## src/sv/tcw_pkg.sv

```systemverilog
// Package for the text console character writer: payload types, microcode and helpers.
package tcw_pkg;

  localparam int COLUMNS_DEF  = 80;
  localparam int ROWS_DEF     = 25;
  localparam int TAB_STEP_DEF = 8;

  localparam logic [7:0] ATTR_RESET = 8'h0F;

  localparam logic [7:0] CODE_BACKSPACE      = 8'h08;
  localparam logic [7:0] CODE_TAB            = 8'h09;
  localparam logic [7:0] CODE_NEWLINE        = 8'h0A;
  localparam logic [7:0] CODE_RETURN         = 8'h0D;
  localparam logic [7:0] CODE_SPACE          = 8'h20;
  localparam logic [7:0] CODE_LAST_PRINTABLE = 8'h7F;

  typedef enum logic [1:0] {
    OP_PUT   = 2'd0,
    OP_READ  = 2'd1,
    OP_CLEAR = 2'd2
  } op_e;

  typedef struct packed {
    logic [1:0]  op;
    logic [7:0]  char_code;
    logic [10:0] cell_index;
  } cmd_t;

  typedef struct packed {
    logic [10:0] cursor_position;
    logic [15:0] cell_data;
  } result_t;

  typedef logic [3:0] upc_t;

  localparam upc_t STEP_IDLE      = 4'd0;
  localparam upc_t STEP_PUT       = 4'd1;
  localparam upc_t STEP_CHECK     = 4'd2;
  localparam upc_t STEP_PRIME     = 4'd3;
  localparam upc_t STEP_COPY      = 4'd4;
  localparam upc_t STEP_COPY_LAST = 4'd5;
  localparam upc_t STEP_BLANK     = 4'd6;
  localparam upc_t STEP_FINISH    = 4'd7;
  localparam upc_t STEP_CLEAR     = 4'd8;
  localparam upc_t STEP_CLR_FILL  = 4'd9;
  localparam upc_t STEP_READ      = 4'd10;

  typedef enum logic [1:0] {
    CUR_HOLD,
    CUR_PUT,
    CUR_HOME,
    CUR_LAST_ROW
  } cur_op_e;

  typedef enum logic [1:0] {
    PINIT_NONE,
    PINIT_SCROLL,
    PINIT_ZERO
  } pinit_e;

  typedef enum logic [1:0] {
    RD_NONE,
    RD_PTR,
    RD_INDEX
  } rd_sel_e;

  typedef enum logic [1:0] {
    WR_NONE,
    WR_CHAR,
    WR_COPY,
    WR_BLANK
  } wr_src_e;

  typedef enum logic [1:0] {
    BR_SEQ,
    BR_JUMP,
    BR_TAKEN_IF,
    BR_STAY_IF
  } br_e;

  typedef enum logic [1:0] {
    C_ROW_OK,
    C_RD_MORE,
    C_WR_MORE
  } cond_e;

  typedef struct packed {
    cur_op_e cur_op;
    pinit_e  pinit;
    logic    rd_inc;
    logic    wr_inc;
    rd_sel_e rd_sel;
    wr_src_e wr_src;
    br_e     br;
    cond_e   cond;
    upc_t    target;
    logic    done;
  } ctrl_t;

  typedef struct packed {
    logic row_ok;
    logic rd_more;
    logic wr_more;
  } cond_t;

  localparam ctrl_t CTRL_NOP = '{
    cur_op: CUR_HOLD, pinit: PINIT_NONE, rd_inc: 1'b0, wr_inc: 1'b0,
    rd_sel: RD_NONE, wr_src: WR_NONE, br: BR_SEQ, cond: C_ROW_OK,
    target: STEP_IDLE, done: 1'b0
  };

  function automatic ctrl_t ucode(input upc_t step);
    ctrl_t c;
    c = CTRL_NOP;
    case (step)
      STEP_PUT: begin
        c.cur_op = CUR_PUT;
        c.wr_src = WR_CHAR;
      end
      STEP_CHECK: begin
        c.pinit  = PINIT_SCROLL;
        c.br     = BR_TAKEN_IF;
        c.cond   = C_ROW_OK;
        c.target = STEP_FINISH;
      end
      STEP_PRIME: begin
        c.rd_sel = RD_PTR;
        c.rd_inc = 1'b1;
      end
      STEP_COPY: begin
        c.rd_sel = RD_PTR;
        c.rd_inc = 1'b1;
        c.wr_src = WR_COPY;
        c.wr_inc = 1'b1;
        c.br     = BR_STAY_IF;
        c.cond   = C_RD_MORE;
        c.target = STEP_COPY_LAST;
      end
      STEP_COPY_LAST: begin
        c.wr_src = WR_COPY;
        c.wr_inc = 1'b1;
      end
      STEP_BLANK: begin
        c.cur_op = CUR_LAST_ROW;
        c.wr_src = WR_BLANK;
        c.wr_inc = 1'b1;
        c.br     = BR_STAY_IF;
        c.cond   = C_WR_MORE;
        c.target = STEP_FINISH;
      end
      STEP_FINISH: begin
        c.done   = 1'b1;
        c.br     = BR_JUMP;
        c.target = STEP_IDLE;
      end
      STEP_CLEAR: begin
        c.cur_op = CUR_HOME;
        c.pinit  = PINIT_ZERO;
      end
      STEP_CLR_FILL: begin
        c.wr_src = WR_BLANK;
        c.wr_inc = 1'b1;
        c.br     = BR_STAY_IF;
        c.cond   = C_WR_MORE;
        c.target = STEP_FINISH;
      end
      STEP_READ: begin
        c.rd_sel = RD_INDEX;
        c.br     = BR_JUMP;
        c.target = STEP_FINISH;
      end
      default: begin
        c = CTRL_NOP;
      end
    endcase
    return c;
  endfunction

  function automatic logic is_printable(input logic [7:0] code);
    return (code >= CODE_SPACE) && (code <= CODE_LAST_PRINTABLE);
  endfunction

endpackage

```

## src/sv/tcw_sequencer.sv

```systemverilog
// Microcode sequencer: step counter, control store lookup and branch logic.
module tcw_sequencer (
  input  logic            clk_i,
  input  logic            rst_ni,
  input  logic            accept_i,
  input  logic [1:0]      op_i,
  input  tcw_pkg::cond_t  cond_i,
  output tcw_pkg::ctrl_t  ctrl_o,
  output logic            busy_o
);

  tcw_pkg::upc_t upc_q, upc_d;
  tcw_pkg::ctrl_t ctrl;
  logic cond_hit;

  assign ctrl   = tcw_pkg::ucode(upc_q);
  assign ctrl_o = ctrl;
  assign busy_o = (upc_q != tcw_pkg::STEP_IDLE);

  always_comb begin
    case (ctrl.cond)
      tcw_pkg::C_ROW_OK:  cond_hit = cond_i.row_ok;
      tcw_pkg::C_RD_MORE: cond_hit = cond_i.rd_more;
      tcw_pkg::C_WR_MORE: cond_hit = cond_i.wr_more;
      default:            cond_hit = 1'b0;
    endcase
  end

  always_comb begin
    upc_d = upc_q;
    if (upc_q == tcw_pkg::STEP_IDLE) begin
      if (accept_i) begin
        case (op_i)
          tcw_pkg::OP_PUT:   upc_d = tcw_pkg::STEP_PUT;
          tcw_pkg::OP_READ:  upc_d = tcw_pkg::STEP_READ;
          tcw_pkg::OP_CLEAR: upc_d = tcw_pkg::STEP_CLEAR;
          default:           upc_d = tcw_pkg::STEP_FINISH;
        endcase
      end
    end else begin
      case (ctrl.br)
        tcw_pkg::BR_SEQ:      upc_d = upc_q + tcw_pkg::upc_t'(1);
        tcw_pkg::BR_JUMP:     upc_d = ctrl.target;
        tcw_pkg::BR_TAKEN_IF: upc_d = cond_hit ? ctrl.target : upc_q + tcw_pkg::upc_t'(1);
        tcw_pkg::BR_STAY_IF:  upc_d = cond_hit ? upc_q : ctrl.target;
        default:              upc_d = tcw_pkg::STEP_IDLE;
      endcase
    end
  end

  always_ff @(posedge clk_i or negedge rst_ni) begin
    if (!rst_ni) begin
      upc_q <= tcw_pkg::STEP_IDLE;
    end else begin
      upc_q <= upc_d;
    end
  end

endmodule

```

## config.mk

```make
export PLATFORM = sky130hd
export DESIGN_NAME = tcw_sequencer
export DESIGN_NICKNAME = d
export VERILOG_FILES = /design/src/sv/tcw_pkg.sv /design/src/sv/tcw_sequencer.sv
export SDC_FILE = /design/constraint.sdc
export NUM_CORES = 1
export LEC_CHECK = 0
export ABC_AREA = 1
export BUFFER_PORTS_ARGS = -buffer_cell sky130_fd_sc_hd__clkbuf_2
export CAP_MARGIN = 25
export CORE_UTILIZATION = 45
export CTS_CLUSTER_DIAMETER = 100
export CTS_CLUSTER_SIZE = 28
export DETAILED_ROUTE_END_ITERATION = 8
export PLACE_DENSITY = 0.87
export SLEW_MARGIN = 15
export SYNTH_ARGS = -nofsm -noshare
export SYNTH_HDL_FRONTEND = slang
export SYNTH_SLANG_ARGS = --single-unit
export TNS_END_PERCENT = 10
```

## constraint.sdc

```tcl
create_clock -name clk_i -period 4.4 [get_ports clk_i]
set_input_delay 0.22 -clock clk_i [delete_from_list [all_inputs] [get_ports clk_i]]
set_output_delay 0.22 -clock clk_i [all_outputs]
set_load 0.005 [all_outputs]
```

==> flow_summary.ini <==
[power]
ir_drop_worst_case_vdd_mv = 0.359
pwr_density_cell_mw_per_mm2 = 821
leakage_uw = 0.000485

[timing]
achievable-frequency_mhz = 524
fin_setup_tns_ns = 0
report.final.slew_viol_count = 0
finalSetupViolCount = 0
final_hold_viol_count = 0
post_layout_min_period_ns = 1.91
fin_worst_skew_ns = 0.00245
unrepaired_setup_endpoints_after_global_routing = no
worst_slack_ns = 2.49
final_min_period_over_clock_period = 0.434

[finish]
final_net_count = 135
area_growth_pct = 24.7
largest_reg_flops = 4
registers.top_by_ff_count = upc_q
top_regs = upc_q (4)
antennaDiodeCount = 0
drive_above_1_share = 0.345
fill_cells = 123

[routing]
vias_per_cell = 4.88
post_drt_wl_per_cell_microns = 10.2
detailedRoute.firstPassIterationCount = 4
antenna_left = 0
num_vias = 654
wl_microns = 1370
violation_count_after_the_first_detailed_routing_iteration = 16
drc = 0

[synth]
synth_commonest_cells = sky130_fd_sc_hd__nand2_1 (26), sky130_fd_sc_hd__inv_1 (12), sky130_fd_sc_hd__nor2_1 (9)
postSynthRegisterBits = 4
syn-mean-instance-area_sq_um = 6.84
post_synth_num_cell_types = 25
synth_largest_type_area_fraction = 0.159
mappedNetlistArea_sq_um = 629
number_of_enable_flip_flop_cells_after_synthesis = 0
yosysTopAreaCell = sky130_fd_sc_hd__dfrtp_1
synth_top_flop_cell = sky130_fd_sc_hd__dfrtp_1
synthArstFlopShare = 1.00
mappedNetlistNets = 106
synth_warnings = 0
netlist_instances = 92
synth.yosys.seq_area_share = 0.159
most_area_consuming_cells_after_synthesis = sky130_fd_sc_hd__dfrtp_1 (16%), sky130_fd_sc_hd__nand2_1 (16%), sky130_fd_sc_hd__ha_1 (12%)
synth_most_common_cell = sky130_fd_sc_hd__nand2_1

[cts]
tritoncts.num_buffers = 3
clockRootBuffer = sky130_fd_sc_hd__clkbuf_4
clock_sinks = 4
cts_tree = done
cts.clk_slew.worst_paths_ns = 0.04
cts_max_level = 1
clock_tree.buffer_depth = 2
postCtsSetupRepairBufs = 0
clk_latency_ns = 0.23

[worst_setup_path]
r2r_start = upc_q[0]
timing.critical_path.slowest_stage_cell = sky130_fd_sc_hd__dfrtp_1
path_class = reg -> out
buf_inv_stages_crit_path = 3
cp_data_arrival_time_ns = 1.69
crit_family = flip-flops
r2r_cells = 12
crit_path_max_fanout = 6
worst_setup_path_startpoint = upc_q[0]
critical_path.max_stage_delay_ns = 0.42
worstSetupEndpointType = output port
crit_path_cell_trace = inv_1 > ha_1 > nand3_4 > inv_4 > nor2_8 > o21ai_0 > clkbuf_2
critical_path.startpoint_type = flip-flop
r2r_slack_ns = 2.60
cp.required_ns = 4.18
crit-reg2reg-capture = upc_q[1]

[floorplanning]
placementRows = 13
initial_utilization = 0.484
die_w_microns = 39.4
chipHeight_microns = 39.4
design.portCount = 28
fp.coreArea_sq_mm = 0.00130
die_outline_area_sq_mm = 0.00155

[worst_hold_path]
holdCritPathClass = in -> async

[grt]
overflow = 0
grt_antenna_before_repair = 0
grt.total_usage = 0.197
via_count_of_the_first_global_routing_pass = 512
pin_count_of_the_biggest_net_entering_global_routing = 11
grt_first_pass_wirelength_microns = 2040

[place]
place.detailed.hpwl_microns = 1180
gp_congestion = 0.814
place_worst_setup_slack_ns = 2.61
portBuffers = 26

[status]
outcome = finished, final reports clean

[run]
max_cap_viol_count = 0
[metal layers]
layer	GRT usage	share of wire	vias to the layer above	wire [microns]
li1	-	-	345	-
met3	0.0341	0.038	0	52
met4	0.103	0	0	0
met2	0.363	0.51	20	692
met5	0	0	-	0
met1	0.210	0.46	289	623
[cells in the final DEF (no fill, tap or decap), types with 3 or more instances in the layout]
master                     count
sky130_fd_sc_hd__ha_1          6
sky130_fd_sc_hd__nand2_1      26
sky130_fd_sc_hd__nand3_4       3
sky130_fd_sc_hd__inv_1        12
sky130_fd_sc_hd__clkbuf_4      3
sky130_fd_sc_hd__nand3_1       7
sky130_fd_sc_hd__dfrtp_1       4
sky130_fd_sc_hd__nor2_1        9
sky130_fd_sc_hd__o21ai_0       4
sky130_fd_sc_hd__clkbuf_2     26
[worst max path at each step]
stage                      endpoint  slack, ns  cells past startpoint
after global placement     upc_q[0]       2.64                     10
after floorplan            upc_q[0]       2.77                     10
after detailed placement   upc_q[1]       2.61                     12
after global routing      ctrl_o[1]       2.37                      7
final                     ctrl_o[1]       2.49                      7
after CTS                 ctrl_o[3]       2.48                      7
[cell type report]
type | instances | area [sq um] | share of cell area
well taps | 15 | 18.8 | 0.0239
multi-input cells | 70 | 444 | 0.566
flip-flops and latches | 4 | 100 | 0.128
clock buffers | 3 | 22.5 | 0.0287
inverters | 15 | 58.8 | 0.0750
repair buffers | 27 | 140 | 0.179
[logic make-up (layout without fill, tap and decap cells)]
family                   count (synthesis)  in the layout  share of synthesized area
AND/OR/NAND/NOR                         52             52                      0.453
buffers and inverters                   18             45                      0.135
AO/OA/AOI/OAI                            9              9                     0.0994
adder cells (fa/ha/maj)                  6              6                      0.119
flip-flops                               4              4                      0.159
XOR/XNOR                                 2              2                     0.0278
other                                    1              1                    0.00596
[through the flow]
stage | utilization | power [uW] | cells | instance area (sq um) | hold slack (ns)
2_1_floorplan | - | 462 | 92 | 629 | -0.0756
3_3_place_gp | 0.578 | 592 | 130 | 752 | 0.0297
3_5_place_dp | 0.578 | 602 | 130 | 752 | 0.0323
4_1_cts | 0.603 | 649 | 134 | 785 | 0.321
5_1_grt | 0.603 | 720 | 134 | 785 | 0.332
6_report | 0.603 | 644 | 134 | 785 | 0.331
[power by group]
part / switching (uW) / leakage [uW] / internal, uW
clock: 13.5 / 0.0000138 / 30.4
combinational: 292 / 0.000423 / 208
sequential: 40.1 / 0.0000483 / 59.5
total: 346 / 0.000485 / 298
[timing repair]
action | in CTS | in global routing
resized for setup | 0 | 0
endpoints found under the hold margin | 4 | 0
hold buffers | 1 | 0
Note: power is estimated with default switching activity, not from simulation.
