### src/sv/tcw_pkg.sv
// Package for the text console character writer: payload types, microcode and helpers.
package tcw_pkg;

  localparam int COLUMNS_DEF  = 80;
  localparam int ROWS_DEF     = 25;
  localparam int TAB_STEP_DEF = 8;

  localparam logic [7:0] ATTR_RESET = 8'h0F;

  localparam logic [7:0] CODE_BACKSPACE      = 8'h08;
  localparam logic [7:0] CODE_TAB            = 8'h09;
  localparam logic [7:0] CODE_NEWLINE        = 8'h0A;
  localparam logic [7:0] CODE_RETURN         = 8'h0D;
  localparam logic [7:0] CODE_SPACE          = 8'h20;
  localparam logic [7:0] CODE_LAST_PRINTABLE = 8'h7F;

  typedef enum logic [1:0] {
    OP_PUT   = 2'd0,
    OP_READ  = 2'd1,
    OP_CLEAR = 2'd2
  } op_e;

  typedef struct packed {
    logic [1:0]  op;
    logic [7:0]  char_code;
    logic [10:0] cell_index;
  } cmd_t;

  typedef struct packed {
    logic [10:0] cursor_position;
    logic [15:0] cell_data;
  } result_t;

  typedef logic [3:0] upc_t;

  localparam upc_t STEP_IDLE      = 4'd0;
  localparam upc_t STEP_PUT       = 4'd1;
  localparam upc_t STEP_CHECK     = 4'd2;
  localparam upc_t STEP_PRIME     = 4'd3;
  localparam upc_t STEP_COPY      = 4'd4;
  localparam upc_t STEP_COPY_LAST = 4'd5;
  localparam upc_t STEP_BLANK     = 4'd6;
  localparam upc_t STEP_FINISH    = 4'd7;
  localparam upc_t STEP_CLEAR     = 4'd8;
  localparam upc_t STEP_CLR_FILL  = 4'd9;
  localparam upc_t STEP_READ      = 4'd10;

  typedef enum logic [1:0] {
    CUR_HOLD,
    CUR_PUT,
    CUR_HOME,
    CUR_LAST_ROW
  } cur_op_e;

  typedef enum logic [1:0] {
    PINIT_NONE,
    PINIT_SCROLL,
    PINIT_ZERO
  } pinit_e;

  typedef enum logic [1:0] {
    RD_NONE,
    RD_PTR,
    RD_INDEX
  } rd_sel_e;

  typedef enum logic [1:0] {
    WR_NONE,
    WR_CHAR,
    WR_COPY,
    WR_BLANK
  } wr_src_e;

  typedef enum logic [1:0] {
    BR_SEQ,
    BR_JUMP,
    BR_TAKEN_IF,
    BR_STAY_IF
  } br_e;

  typedef enum logic [1:0] {
    C_ROW_OK,
    C_RD_MORE,
    C_WR_MORE
  } cond_e;

  typedef struct packed {
    cur_op_e cur_op;
    pinit_e  pinit;
    logic    rd_inc;
    logic    wr_inc;
    rd_sel_e rd_sel;
    wr_src_e wr_src;
    br_e     br;
    cond_e   cond;
    upc_t    target;
    logic    done;
  } ctrl_t;

  typedef struct packed {
    logic row_ok;
    logic rd_more;
    logic wr_more;
  } cond_t;

  localparam ctrl_t CTRL_NOP = '{
    cur_op: CUR_HOLD, pinit: PINIT_NONE, rd_inc: 1'b0, wr_inc: 1'b0,
    rd_sel: RD_NONE, wr_src: WR_NONE, br: BR_SEQ, cond: C_ROW_OK,
    target: STEP_IDLE, done: 1'b0
  };

  function automatic ctrl_t ucode(input upc_t step);
    ctrl_t c;
    c = CTRL_NOP;
    case (step)
      STEP_PUT: begin
        c.cur_op = CUR_PUT;
        c.wr_src = WR_CHAR;
      end
      STEP_CHECK: begin
        c.pinit  = PINIT_SCROLL;
        c.br     = BR_TAKEN_IF;
        c.cond   = C_ROW_OK;
        c.target = STEP_FINISH;
      end
      STEP_PRIME: begin
        c.rd_sel = RD_PTR;
        c.rd_inc = 1'b1;
      end
      STEP_COPY: begin
        c.rd_sel = RD_PTR;
        c.rd_inc = 1'b1;
        c.wr_src = WR_COPY;
        c.wr_inc = 1'b1;
        c.br     = BR_STAY_IF;
        c.cond   = C_RD_MORE;
        c.target = STEP_COPY_LAST;
      end
      STEP_COPY_LAST: begin
        c.wr_src = WR_COPY;
        c.wr_inc = 1'b1;
      end
      STEP_BLANK: begin
        c.cur_op = CUR_LAST_ROW;
        c.wr_src = WR_BLANK;
        c.wr_inc = 1'b1;
        c.br     = BR_STAY_IF;
        c.cond   = C_WR_MORE;
        c.target = STEP_FINISH;
      end
      STEP_FINISH: begin
        c.done   = 1'b1;
        c.br     = BR_JUMP;
        c.target = STEP_IDLE;
      end
      STEP_CLEAR: begin
        c.cur_op = CUR_HOME;
        c.pinit  = PINIT_ZERO;
      end
      STEP_CLR_FILL: begin
        c.wr_src = WR_BLANK;
        c.wr_inc = 1'b1;
        c.br     = BR_STAY_IF;
        c.cond   = C_WR_MORE;
        c.target = STEP_FINISH;
      end
      STEP_READ: begin
        c.rd_sel = RD_INDEX;
        c.br     = BR_JUMP;
        c.target = STEP_FINISH;
      end
      default: begin
        c = CTRL_NOP;
      end
    endcase
    return c;
  endfunction

  function automatic logic is_printable(input logic [7:0] code);
    return (code >= CODE_SPACE) && (code <= CODE_LAST_PRINTABLE);
  endfunction

endpackage

### src/sv/tcw_cursor.sv
// Cursor registers and the put-character cursor arithmetic.
module tcw_cursor #(
  parameter int COLUMNS  = tcw_pkg::COLUMNS_DEF,
  parameter int ROWS     = tcw_pkg::ROWS_DEF,
  parameter int TAB_STEP = tcw_pkg::TAB_STEP_DEF,
  localparam int CELLS   = ROWS * COLUMNS,
  localparam int PW      = $clog2(CELLS + COLUMNS)
) (
  input  logic             clk_i,
  input  logic             rst_ni,
  input  tcw_pkg::cur_op_e cur_op_i,
  input  logic [7:0]       char_code_i,
  output logic [PW-1:0]    lin_pos_o,
  output logic             row_ok_o
);

  localparam int CW = $clog2(COLUMNS);
  localparam int RW = $clog2(ROWS + 1);
  localparam int TW = $clog2(TAB_STEP);
  localparam int SW = $clog2(COLUMNS + TAB_STEP);

  logic [CW-1:0] col_q, col_d;
  logic [RW-1:0] row_q, row_d;
  logic [TW-1:0] ph_q, ph_d;
  logic [SW-1:0] col_n;
  logic [TW-1:0] ph_inc, ph_dec;

  assign ph_inc = (ph_q == TW'(TAB_STEP - 1)) ? '0 : ph_q + TW'(1);
  assign ph_dec = (ph_q == '0) ? TW'(TAB_STEP - 1) : ph_q - TW'(1);

  always_comb begin
    col_n = SW'(col_q);
    row_d = row_q;
    ph_d  = ph_q;
    case (cur_op_i)
      tcw_pkg::CUR_PUT: begin
        case (char_code_i)
          tcw_pkg::CODE_BACKSPACE: begin
            if (col_q != '0) begin
              col_n = col_n - SW'(1);
              ph_d  = ph_dec;
            end
          end
          tcw_pkg::CODE_TAB: begin
            col_n = col_n + SW'(TAB_STEP) - SW'(ph_q);
            ph_d  = '0;
          end
          tcw_pkg::CODE_RETURN: begin
            col_n = '0;
            ph_d  = '0;
          end
          tcw_pkg::CODE_NEWLINE: begin
            col_n = '0;
            ph_d  = '0;
            row_d = row_q + RW'(1);
          end
          default: begin
            if (tcw_pkg::is_printable(char_code_i)) begin
              col_n = col_n + SW'(1);
              ph_d  = ph_inc;
            end
          end
        endcase
        if (col_n >= SW'(COLUMNS)) begin
          col_n = '0;
          ph_d  = '0;
          row_d = row_d + RW'(1);
        end
      end
      tcw_pkg::CUR_HOME: begin
        col_n = '0;
        row_d = '0;
        ph_d  = '0;
      end
      tcw_pkg::CUR_LAST_ROW: begin
        row_d = RW'(ROWS - 1);
      end
      default: begin
        col_n = SW'(col_q);
      end
    endcase
    col_d = col_n[CW-1:0];
  end

  always_ff @(posedge clk_i or negedge rst_ni) begin
    if (!rst_ni) begin
      col_q <= '0;
      row_q <= '0;
      ph_q  <= '0;
    end else begin
      col_q <= col_d;
      row_q <= row_d;
      ph_q  <= ph_d;
    end
  end

  assign lin_pos_o = PW'(row_q) * PW'(COLUMNS) + PW'(col_q);
  assign row_ok_o  = (row_q < RW'(ROWS));

endmodule

### config.mk
export PLATFORM = sky130hd
export DESIGN_NAME = tcw_cursor
export DESIGN_NICKNAME = d
export VERILOG_FILES = /design/src/sv/tcw_pkg.sv /design/src/sv/tcw_cursor.sv
export SDC_FILE = /design/constraint.sdc
export NUM_CORES = 1
export LEC_CHECK = 0
export BUFFER_PORTS_ARGS = -buffer_cell sky130_fd_sc_hd__buf_2
export CORE_ASPECT_RATIO = 1.5
export CORE_MARGIN = 4
export CORE_UTILIZATION = 59
export CTS_CLUSTER_SIZE = 28
export DETAILED_ROUTE_END_ITERATION = 8
export HOLD_SLACK_MARGIN = 0.02
export PLACE_DENSITY = 0.87
export SLEW_MARGIN = 5
export SYNTH_ARGS = -nofsm -noshare
export SYNTH_HDL_FRONTEND = slang
export SYNTH_SLANG_ARGS = --single-unit
export TNS_END_PERCENT = 10
### constraint.sdc
create_clock -name clk_i -period 3.8 [get_ports clk_i]
set_input_delay 0.57 -clock clk_i [delete_from_list [all_inputs] [get_ports clk_i]]
set_output_delay 0.57 -clock clk_i [all_outputs]
set_load 0.05 [all_outputs]
==> metrics list, run 1 <==
- The flow ran to the end, and the final reports show no timing, DRC or antenna violations.
- Total vias in the final route: 2,003
* Count of state elements after synthesis: 15
- The count of nets left with antenna violations once routing finished came out at 0.
* Final hold vios: 0
* Max-slew headroom: 0.641
- Leading post-synthesis cells by cell area: sky130_fd_sc_hd__ha_1, sky130_fd_sc_hd__dfrtp_1, sky130_fd_sc_hd__xnor2_1
- The tree is rooted in a sky130_fd_sc_hd__clkbuf_8.
- Number of post-CTS setup repair buffers: 0
* Leading cell type in the layout, fill and taps excluded: sky130_fd_sc_hd__ha_1
- The worst register-to-register path ends at row_q[4].
* Startpoint of the worst-slack reg-to-reg timing path: col_q[0]
* Sum of overflow across all layers after global routing: 0
* Synthesis Warnings: 0
- Clock latency on the worst-skew pair, taken at its later pin, is ~0.24 ns.
* Summed instance area of the synthesized netlist: 2090 µm²
- Iteration-0 DRC Markers: 88
* Die Ht: 80.8 µm
- Vias in the first global route: 1,952
- Synthesized area per cell: around 8.3 µm²
- Classification of the worst-slack hold path: in2async
- FF+latch area: 375 µm²
- For this run, design rule violations remaining after detail routing come to 0.
* Synthesis-to-finish area growth: 7.14%
- STA puts the critical path data required time at 3.93 ns.
* Period minus WS final: 3.24 ns
* Type of destination of the critical path: flip-flop
- Post-CTS repair changed the size of 0 cells.
- Synthesized netlist cell count: between 200 and 300
- Among all flip-flop cells after synthesis, the most frequent one is sky130_fd_sc_hd__dfrtp_1.
* I/O pins: 25
- For the pin with the worst max-slew slack, the measured transition is approximately 0.53 ns.
- Of the synthesized area, sequential elements account for 0.180.
- Detailed-routing iteration count for the pre-antenna-repair pass: 4
* TritonCTS buffer count: 3
- Summed over all cells, the static leakage comes to 1.05 nW.
* Period utilization: 0.852
- Peak supply drop: 380 µV
* Initial Utilization: 0.611
- In this run, synthesis inferred 0 flip-flops with an integrated enable.
- The slowest stage of the critical path is the sky130_fd_sc_hd__dfrtp_1 cell.
* Most repeated library cell on the critical path: sky130_fd_sc_hd__inv_1
* Post-layout power: 1.07 mW
* Total area of multi-input combinational cells: 1560 µm²
- DR vias/cell: 6.48
- The worst setup path is launched from a flip-flop.
- In the final design database the tool counted ~320 nets.
* R2R depth: 13
- CP cell instances: inv_1, ha_1, inv_1, ha_1, inv_1, fa_1, nor2b_1, nor4_1, o21ai_1, o2111ai_1, o21bai_4, nor3_1, or3b_1
- Pwr dens: roughly 480 nW/µm²
- RD Place Congestion: 0.896
* Post-route worst setup slack: 0.562 ns
- Clock tree from TritonCTS: built
* Endpoints failing setup: 0
* Worst hold margin: 0.221 ns
- Data arrival at the endpoint of the critical path: 3.36 ns
- Site Rows: 26
* Distinct cell type count after synthesis: 58
- Highest cell delay on the worst timing path: 0.48 ns
- Of the cells placed in the final design, the portion with a size suffix greater than 1 is 0.112.
- Pin count of the biggest net entering global routing: 16
* Total Wirelength: a little over 5 mm
* RSZ-0062 raised after global routing: no
- 0 antenna diodes ended up in the layout.
- Dividing the detail-routed wire length by the instance count gives 16.5 µm.
- The count of final max-slew check failures is 0.
- Static timing analysis puts the maximum clock frequency at between 0.3 and 0.4 GHz.
* Final total negative setup slack: 0 ns
- Fill cell count: between 300 and 400
* Area of the core region: 3420 µm²
- Count of maximum capacitance violations: 0
- The wire-length estimate of the detail-placed layout is 4.20 mm.
* Maximum fanout encountered on the critical timing path: 15
- Internal reg-to-reg setup slack: approximately 0.56 ns
- Floorplan die width: 56.5 µm
- Of the post-synthesis cell area, the dominant cell type holds 0.192.
- Number of buffers added to fix hold violations after cts: 0
- Share of synthesized flip-flops with an asynchronous set or reset: 1.00
- IO Port Bufs: 24
- Measured on the finished design, the core utilization comes to 0.654.
- Summed over all instances, the cell type with the most area after synthesis is sky130_fd_sc_hd__ha_1.
- Wire length of the first global-routing pass: 8.68 mm
* Post-Synthesis Net Count: 298
* H-Tree Depth: 1
- Number of clock sinks seen by CTS: 15
- Die area: 4570 µm²
* Initial antenna violation count: 0
* Type of the worst setup path: reg2reg
* Maximum number of buffers from clock root to sink: 2
* Gr usage total: 0.233
- Clock-pin slew was measured on the worst setup and hold paths at 0.06 ns.
- Pre-CTS WS: between 0.6 and 0.7 ns
- Most frequent cells in the layout: sky130_fd_sc_hd__ha_1, sky130_fd_sc_hd__buf_2, sky130_fd_sc_hd__inv_1, sky130_fd_sc_hd__nand2_1, sky130_fd_sc_hd__dfrtp_1
* Fin Clk Skew: 0.00265 ns
## cell type report
cell class                      instances  share of cell area
Tap cell                               42              0.0235
Inverter                               22              0.0370
Sequential cell                        15               0.168
Clock buffer                            4              0.0202
Multi-Input combinational cell        202               0.698
Timing Repair Buffer                   24              0.0538
## metal layers
metal  part of all wire  up-vias  global-route usage  wire length (µm)
met4              0.030        0               0.105               153
met5                  0        -                   0                 0
met1               0.37      944               0.253              1910
met3              0.043       16              0.0127               221
li1                   -      973                   -                 -
met2               0.55       70               0.456              2830
## worst max-delay path, delay by kind of cell, from the launching register on
| family | cells | cell delay [ns] |
|---|---|---|
| compound gates | 3 | 0.81 |
| fa+ha+maj | 3 | 0.81 |
| buf+inv | 3 | 0.28 |
| flops | 1 | 0.48 |
| simple gates | 4 | 0.73 |
## how the worst max path moves through the flow
| stage | slack [ns] | start | endpoint | cells after the start |
|---|---|---|---|---|
| 2_1_floorplan | 0.33 | row_q[1] | lin_pos_o[11] | 7 |
| 3_3_place_gp | 0.66 | col_q[0] | row_q[4] | 13 |
| 3_5_place_dp | 0.60 | col_q[0] | row_q[4] | 13 |
| 4_1_cts | 0.58 | col_q[0] | row_q[4] | 13 |
| 5_1_grt | 0.27 | col_q[0] | row_q[3] | 13 |
| 6_report | 0.56 | col_q[0] | row_q[4] | 13 |
## logic make-up (layout without fill, tap and decap cells)
family,Yosys count,after routing,share of synthesized area
AND/OR/NAND/NOR,79,79,0.208
XOR/XNOR,13,13,0.0546
adder cells (fa/ha/maj),35,35,0.221
multiplexers,3,3,0.0144
AO/OA/AOI/OAI,72,72,0.250
flip-flops,15,15,0.180
buffers and inverters,34,50,0.0726
## Yosys cell counts (3+ instances only)
cell type                  count
sky130_fd_sc_hd__ha_1         32
sky130_fd_sc_hd__xnor2_1      10
sky130_fd_sc_hd__nor3_1        6
sky130_fd_sc_hd__a21o_1        4
sky130_fd_sc_hd__clkbuf_1      6
sky130_fd_sc_hd__nand3_1      11
sky130_fd_sc_hd__a211oi_1      4
sky130_fd_sc_hd__inv_1        22
sky130_fd_sc_hd__nor4_1        3
sky130_fd_sc_hd__o22ai_1       6
sky130_fd_sc_hd__and3_1        3
sky130_fd_sc_hd__nor2b_1       3
sky130_fd_sc_hd__o21ai_0      13
sky130_fd_sc_hd__nor2_1       10
sky130_fd_sc_hd__buf_4         4
sky130_fd_sc_hd__nand4_1       5
sky130_fd_sc_hd__nand2_1      17
sky130_fd_sc_hd__fa_1          3
sky130_fd_sc_hd__o21ai_1       6
sky130_fd_sc_hd__a211o_1       4
sky130_fd_sc_hd__a21oi_1      11
sky130_fd_sc_hd__xor2_1        3
sky130_fd_sc_hd__mux2i_1       3
sky130_fd_sc_hd__or3_1         5
sky130_fd_sc_hd__dfrtp_1      15
## where the power goes
part | switching [mW] | internal (mW)
combinational | 0.419 | 0.257
clock | 0.0525 | 0.0742
sequential | 0.0707 | 0.194
## per-stage QoR
step,std cells,cell area [µm²]
after floorplan,251,2090
after global placement,305,2190
after global routing,309,2230
after CTS,309,2230
final,309,2230
after detailed placement,305,2190
## sequential cells by signal, summed over array words and instances, names as in the netlist
register,flops
ph_q,3
row_q,5
col_q,7
(Power assumes the default switching activity.)
==> run 2, diff against run 1 <==
Settings changed: RECOVER_POWER from default to 100.
==> run 2 against run 1 <==
Compared with the run above: total power is 0.61% lower; critical path depth down 5; core utilization fell by 0.51 points; setup slack got worse by 0.18 ns; die area stayed put; final area is 0.78% lower; maximum frequency decreased by 5.2%; clock-buffer cell count is the same; highest routed layer unchanged; first-iteration DRC count is 2.3% higher.
==> metrics list, run 2 (synthesized netlist as in run 1, its figures left out) <==
- The post-cts resize count was 0 (unchanged).
* Transition time at the pin with the least slew margin: 0.820 ns (+0.287 ns)
* Detailed-routing iteration count for the pre-antenna-repair pass: 4 (unchanged)
- Switching power total: 0.543 mW (about the same)
- The maximum number of pins on one net before global-route repair is 16 (unchanged).
* Placed wire-length estimate after detailed placement: 4.20 mm (unchanged)
- Largest register FFs: 7 (unchanged)
- The buffers inserted during post-CTS setup optimization was 0 (unchanged).
- The post-placement cell count is 305 (unchanged).
- The width of the die came to 56.5 µm (unchanged).
* Total area of multi-input combinational cells: 1560 µm² (unchanged)
* Worst-skew pair later-pin latency: 0.24 ns (about the same)
- The run finished with clean final reports.
- The wire length of the first global-routing pass was 8.68 mm (unchanged).
* TritonCTS buffer count: 3 (unchanged)
- The count of hold buffers inserted by post-cts repair was 0 (unchanged).
- Initial antenna violation count: 0 (unchanged)
* Maximum clock frequency: 0.293 GHz (-5.2%)
- Final cell count without fillers: 309 (unchanged)
- The largest registers in the layout are col_q x7, row_q x5, ph_q x3.
- The clock transition at the registers of the reported paths was 0.06 ns (about the same).
* Pwr dens: 478 nW/µm² (+0.17%)
- The final net count is 315 (unchanged).
* Internal power: 0.518 mW (-1.3%)
- col_q holds more flip-flops than any other register.
- Compared with the post-synthesis result, the final layout area differs by 6.30%.
* Max-slew headroom: 0.453 (-0.188)
- STA classifies the critical path endpoint as an output port.
- The area of the core region was 3420 µm² (unchanged).
- The share of layout cells above drive strength 1 came to 0.0599 (-0.0524).
* Root Buffer: sky130_fd_sc_hd__clkbuf_8
- RD Place Congestion: 0.896 (unchanged)
- The average via count per standard cell was 6.44 (-0.60%).
- The register share of total power was 0.250 (+0.002).
* H-Tree Depth: 1 (unchanged)
- Sum of overflow across all layers after global routing: 0 (unchanged)
- Fill cell count: 308 (+2.3%)
* Data arrival at the endpoint of the critical path: 2.85 ns (-0.51 ns)
* Number of clock sinks seen by CTS: 15 (unchanged)
- The number of buffers added on ports came to 24 (unchanged).
- The number of global-route vias before repair was 1,952 (unchanged).
- Count of maximum capacitance violations: 0 (unchanged)
- Total Wirelength: 5.11 mm (-0.14%)
- The hold violation count in the final report came to 0 (unchanged).
* Clock network fraction of design power: 0.119 (about the same)
- The area taken by flip-flops and latches is 375 µm² (unchanged).
- Fin Clk Skew: 0.00261 ns (-0.0000411 ns)
- The utilization after layout came to 0.649 (-0.00513).
- Drc violations: 0 (unchanged)
- Switching fraction of total power: 0.512 (+0.00356)
- Clock tree from TritonCTS: built
- The summed negative setup slack over all endpoints was 0 ns (unchanged).
- In this run the worst hold path is classified as in2async.
* Final Max Tran Viols: 0 (unchanged)
* Period minus WS final: 3.42 ns (+0.178 ns)
* Most frequent cells in the layout: sky130_fd_sc_hd__ha_1, sky130_fd_sc_hd__inv_1, sky130_fd_sc_hd__nand2_1
- Die area: 4570 µm² (unchanged)
- The effective utilization at floorplan was 0.611 (unchanged).
* Static power due to leakage: 1.00 nW (-4.5%)
* Ant diodes: 0 (unchanged)
- The maximum count of clock buffers along a single path came to 2 (unchanged).
- Leading cell type in the layout, fill and taps excluded: sky130_fd_sc_hd__ha_1
* Post-layout power: 1.06 mW (-0.61%)
- Die Ht: 80.8 µm (unchanged)
* Type of the worst setup path: reg2out
* Required arrival time at the worst endpoint: 3.23 ns (-0.70 ns)
* Endpoints failing setup: 0 (unchanged)
- The count of standard-cell rows came to 26 (unchanged).
- The routed via count was 1,991 (-0.60%).
- The power share of the combinational group is 0.631 (-0.002).
- Detailed-route wire length per cell: 16.5 µm (-0.14%)
* Gr usage total: 0.233 (unchanged)
* Period utilization: 0.899 (+0.0468)
* Iteration-0 DRC Markers: 90 (+2.3%)
- The number of nets with antenna violations after routing is 0 (unchanged).
- STA classifies the critical path startpoint as a flip-flop.
- I/O pins: 25 (unchanged)
- The worst-path maximum fanout is 7 (-8).
- Peak supply drop: 376 µV (-1.1%)
- RSZ-0062 raised after global routing: no
-- run 2: layout make-up --
type | count | share of cell area
Inverter | 22 | 0.0372
Clock buffer | 4 | 0.0203
Timing Repair Buffer | 24 | 0.0463
Tap cell | 42 | 0.0237
Sequential cell | 15 | 0.169
Multi-Input combinational cell | 202 | 0.703
-- run 2: worst max-delay path: stages (launching register included) --
cell,delay (ns)
sky130_fd_sc_hd__dfrtp_1,0.46
sky130_fd_sc_hd__ha_1,0.33
sky130_fd_sc_hd__ha_1,0.21
sky130_fd_sc_hd__inv_1,0.07
sky130_fd_sc_hd__fa_1,0.47
sky130_fd_sc_hd__nor3b_1,0.34
sky130_fd_sc_hd__nand2_1,0.10
sky130_fd_sc_hd__o21ai_0,0.14
sky130_fd_sc_hd__clkbuf_1,0.49
-- run 2: metrics by stage --
step | worst slack [ns] | instance area (µm²) | hold slack [ns]
floorplan | 0.329 | 2090 | 0.274
global placement | 0.661 | 2190 | 0.487
detailed placement | 0.602 | 2190 | 0.489
CTS | 0.583 | 2230 | 0.226
global route | 0.170 | 2220 | 0.444
finish | 0.384 | 2220 | 0.393
-- run 2: final timing paths --
check                         start            end  slack [ns]  cells past startpoint
min in group clk_i          ph_q[2]        ph_q[2]        0.64                      2
setup reg to reg           col_q[0]       row_q[4]        0.49                     13
hold reg to reg             ph_q[2]        ph_q[2]        0.64                      2
hold / removal               rst_ni       row_q[4]        0.39                      1
max in group asynchronous    rst_ni       col_q[5]        2.90                      1
setup / recovery           row_q[1]  lin_pos_o[11]        0.38                      8
-- run 2: power by group through the flow --
stage / clock, mW / sequential [mW] / combinational (mW)
floorplan: 0 / 0.234 / 0.551
global placement: 0 / 0.263 / 0.642
detailed placement: 0 / 0.265 / 0.669
CTS: 0.128 / 0.262 / 0.674
global route: 0.137 / 0.273 / 0.743
finish: 0.126 / 0.265 / 0.669
-- run 2: per-layer routing --
layer	wire, µm	GRT usage	share of wire
met2	2770	0.456	0.54
met3	226	0.0127	0.044
met5	0	0	0
met4	187	0.105	0.037
met1	1920	0.253	0.38
==> run 3, diff against run 2 <==
Settings changed: CORE_UTILIZATION 59 to 60, CTS_BUF_LIST from default to sky130_fd_sc_hd__clkbuf_8, PLACE_DENSITY 0.87 to 0.88.
==> run 3 against run 2 <==
Compared with the run above: setup slack better by 0.029 ns; sequential power hardly changed; critical path type unchanged; via count is 1.6% higher.
==> metrics list, run 3 (synthesized netlist as in run 1, its figures left out) <==
- The antenna diode count is 0 (unchanged).
- Critical path buffer and inverter count: 2 (unchanged)
* Endpoints failing setup: 0 (unchanged)
- Largest register FFs: 7 (unchanged)
- Static power due to leakage: 1.01 nW (+0.31%)
- The total wirelength of the detailed-routed design was 5.18 mm (+1.5%).
* Floorplan die width: 56.1 µm (-0.72%)
* Highest cell delay on the worst timing path: 0.48 ns (about the same)
- Fill cell count: 316 (+2.6%)
- The required time of the critical path came to 3.23 ns (about the same).
- The net switching power came to 0.536 mW (-1.2%).
* Placed wire-length estimate after detailed placement: 4.16 mm (-0.90%)
- The summed negative setup slack over all endpoints came to 0 ns (unchanged).
* Final Max Tran Viols: 0 (unchanged)
- Fin Clk Skew: 0.00409 ns (+0.00148 ns)
- Number of buffers added to fix hold violations after cts: 0 (unchanged)
* Vias in the first global route: 1,908 (-2.3%)
- The worst endpoint data arrival time was 2.82 ns (-0.03 ns).
* Total cell area at the placement stage: 2190 µm² (unchanged)
* Post-CTS resize count: 0 (unchanged)
- The signal on the critical path passes through ha_1, ha_1, inv_1, fa_1, nor3b_1, nand2_1, o21ai_0, clkbuf_1.
- Worst path slowest cell: sky130_fd_sc_hd__clkbuf_1
* Number of post-CTS setup repair buffers: 0 (unchanged)
- Sum of overflow across all layers after global routing: 0 (unchanged)
* Largest registers: col_q x7, row_q x5, ph_q x3
- The number of nets with antenna violations after routing was 0 (unchanged).
- The maximum count of clock buffers along a single path is 2 (unchanged).
* Most frequent cells in the layout: sky130_fd_sc_hd__ha_1, sky130_fd_sc_hd__inv_1, sky130_fd_sc_hd__nand2_1, sky130_fd_sc_hd__o21ai_0, sky130_fd_sc_hd__dfrtp_1
* RSZ-0062 raised after global routing: no
- The routed wirelength normalized by instance count came to 16.8 µm (+1.5%).
- The maximum number of pins on one net before global-route repair was 16 (unchanged).
- Clock network fraction of design power: 0.118 (about the same)
* R2R depth: 13 (unchanged)
- In this run the worst hold path is classified as in2async.
- DR vias/cell: 6.55 (+1.6%)
* Root Buffer: sky130_fd_sc_hd__clkbuf_8
- The number of stages on the worst setup path was 8 (unchanged).
- Post-route worst setup slack: 0.414 ns (+0.0293 ns)
- Period utilization: 0.891 (-0.00770)
- Die area: 4500 µm² (-1.5%)
- The utilization after layout was 0.653 (+0.00439).
* Area of the core region: 3380 µm² (-0.95%)
* Die Ht: 80.2 µm (-0.75%)
- The switching part of the total came to 0.512 (+0.000687).
- The max capacitance violation total is 0 (unchanged).
- The DRC violation total after the first TritonRoute iteration was 105 (+17%).
- Part of the power in registers: 0.256 (+0.006)
* Startpoint kind of the worst setup timing path: flip-flop
- The routed via count came to 2,023 (+1.6%).
- Outcome: completed
- The post-detailed-route DRC marker count came to 0 (unchanged).
- Number of clock sinks seen by CTS: 15 (unchanged)
- The internal power component was 0.510 mW (-1.5%).
* RD Place Congestion: 0.956 (+6.6%)
* I/O pins: 25 (unchanged)
- Initial Utilization: 0.616 (+0.00587)
- Gr usage total: 0.239 (+0.00543)
- Compared with the post-synthesis result, the final layout area differs by 6.00%.
- Maximum clock frequency: 0.295 GHz (+0.86%)
- TritonCTS built the clock tree.
- The initial antenna violation count came to 0 (unchanged).
- The pre-CTS worst setup slack is 0.598 ns (-0.00368 ns).
- Type of destination of the critical path: output port
* Final hold vios: 0 (unchanged)
- Most flops, register: col_q
- Clock slew at the register clock pins of the worst setup and hold paths: 0.06 ns (about the same)
- Leading cell type in the layout, fill and taps excluded: sky130_fd_sc_hd__ha_1
- The number of iterations in the first detailed-routing pass came to 5 (+1).
* CP delay by family, top: adder cells
- Site Rows: 26 (unchanged)
- IO Port Bufs: 24 (unchanged)
- Type of the worst setup path: reg2out
* Period minus WS final: 3.39 ns (-0.0293 ns)
* Maximum fanout encountered on the critical timing path: 7 (unchanged)
* Transition time at the pin with the least slew margin: 0.848 ns (+0.0280 ns)
* Wire length of the first global-routing pass: 8.67 mm (-0.16%)
- Share of cells above drive strength 1: 0.0562 (-0.00375)
* Worst-skew pair later-pin latency: 0.24 ns (about the same)
- Post-layout power: 1.05 mW (-1.3%)
- The final net count was 315 (unchanged).
- The maximum level of the CTS H-tree came to 1 (unchanged).
- Pwr dens: 473 nW/µm² (-1.0%)
- TritonCTS buffer count: 3 (unchanged)
- The worst slew slack as a fraction of its limit came to 0.435 (-0.0187).
- Portion of total power attributed to combinational logic: 0.626 (-0.005)
- The maximum VDD drop came to 387 µV (+2.9%).
* Area of all placed cells without fillers: 2210 µm² (-0.28%)
* Most repeated library cell on the critical path: sky130_fd_sc_hd__ha_1
## run 3: final timing paths
check,startpoint,end,slack [ns]
hold / removal,rst_ni,row_q[4],0.41
setup reg to reg,col_q[0],row_q[4],0.43
hold reg to reg,ph_q[2],ph_q[2],0.62
max in group asynchronous,rst_ni,col_q[5],2.87
min in group clk_i,ph_q[2],ph_q[2],0.62
setup / recovery,row_q[1],lin_pos_o[11],0.41
## run 3: per-layer routing
layer | vias up | track usage | wire [µm]
li1 | 970 | - | -
met1 | 962 | 0.252 | 1920
met2 | 74 | 0.487 | 2880
met3 | 17 | 0.0113 | 220
met4 | 0 | 0.0808 | 164
met5 | - | 0 | 0
## run 3: area by class of cell
class | count | area, µm² | share of cell area
Clock buffer | 3 | 41.3 | 0.0187
Clock inverter | 1 | 3.75 | 0.00170
Inverter | 22 | 82.6 | 0.0374
Multi-Input combinational cell | 202 | 1550 | 0.702
Sequential cell | 15 | 375 | 0.170
Tap cell | 42 | 52.6 | 0.0238
Timing Repair Buffer | 24 | 103 | 0.0464
## run 3: worst reg2reg max path, stage by stage (launching register included)
cell and delay [ns]:
sky130_fd_sc_hd__dfrtp_1 0.51, sky130_fd_sc_hd__inv_1 0.18, sky130_fd_sc_hd__ha_1 0.23, sky130_fd_sc_hd__inv_1 0.05, sky130_fd_sc_hd__ha_1 0.18, sky130_fd_sc_hd__inv_1 0.06
sky130_fd_sc_hd__fa_1 0.40, sky130_fd_sc_hd__nor2b_1 0.22, sky130_fd_sc_hd__nor4_1 0.07, sky130_fd_sc_hd__o21ai_0 0.21, sky130_fd_sc_hd__o2111ai_1 0.28, sky130_fd_sc_hd__o21bai_4 0.41
sky130_fd_sc_hd__nor3_1 0.11, sky130_fd_sc_hd__or3b_1 0.36
## run 3: stage by stage
step	std cells	hold WS (ns)
6_report	309	0.405
5_1_grt	309	0.449
4_1_cts	309	0.229
3_5_place_dp	305	0.494
3_3_place_gp	305	0.489
2_1_floorplan	251	0.274
## run 3: power by group through the flow
stage / clock (mW) / combinational (mW) / sequential [mW]
6_report: 0.124 / 0.655 / 0.268
5_1_grt: 0.134 / 0.736 / 0.271
4_1_cts: 0.126 / 0.659 / 0.262
3_5_place_dp: 0 / 0.654 / 0.266
3_3_place_gp: 0 / 0.641 / 0.263
2_1_floorplan: 0 / 0.551 / 0.234
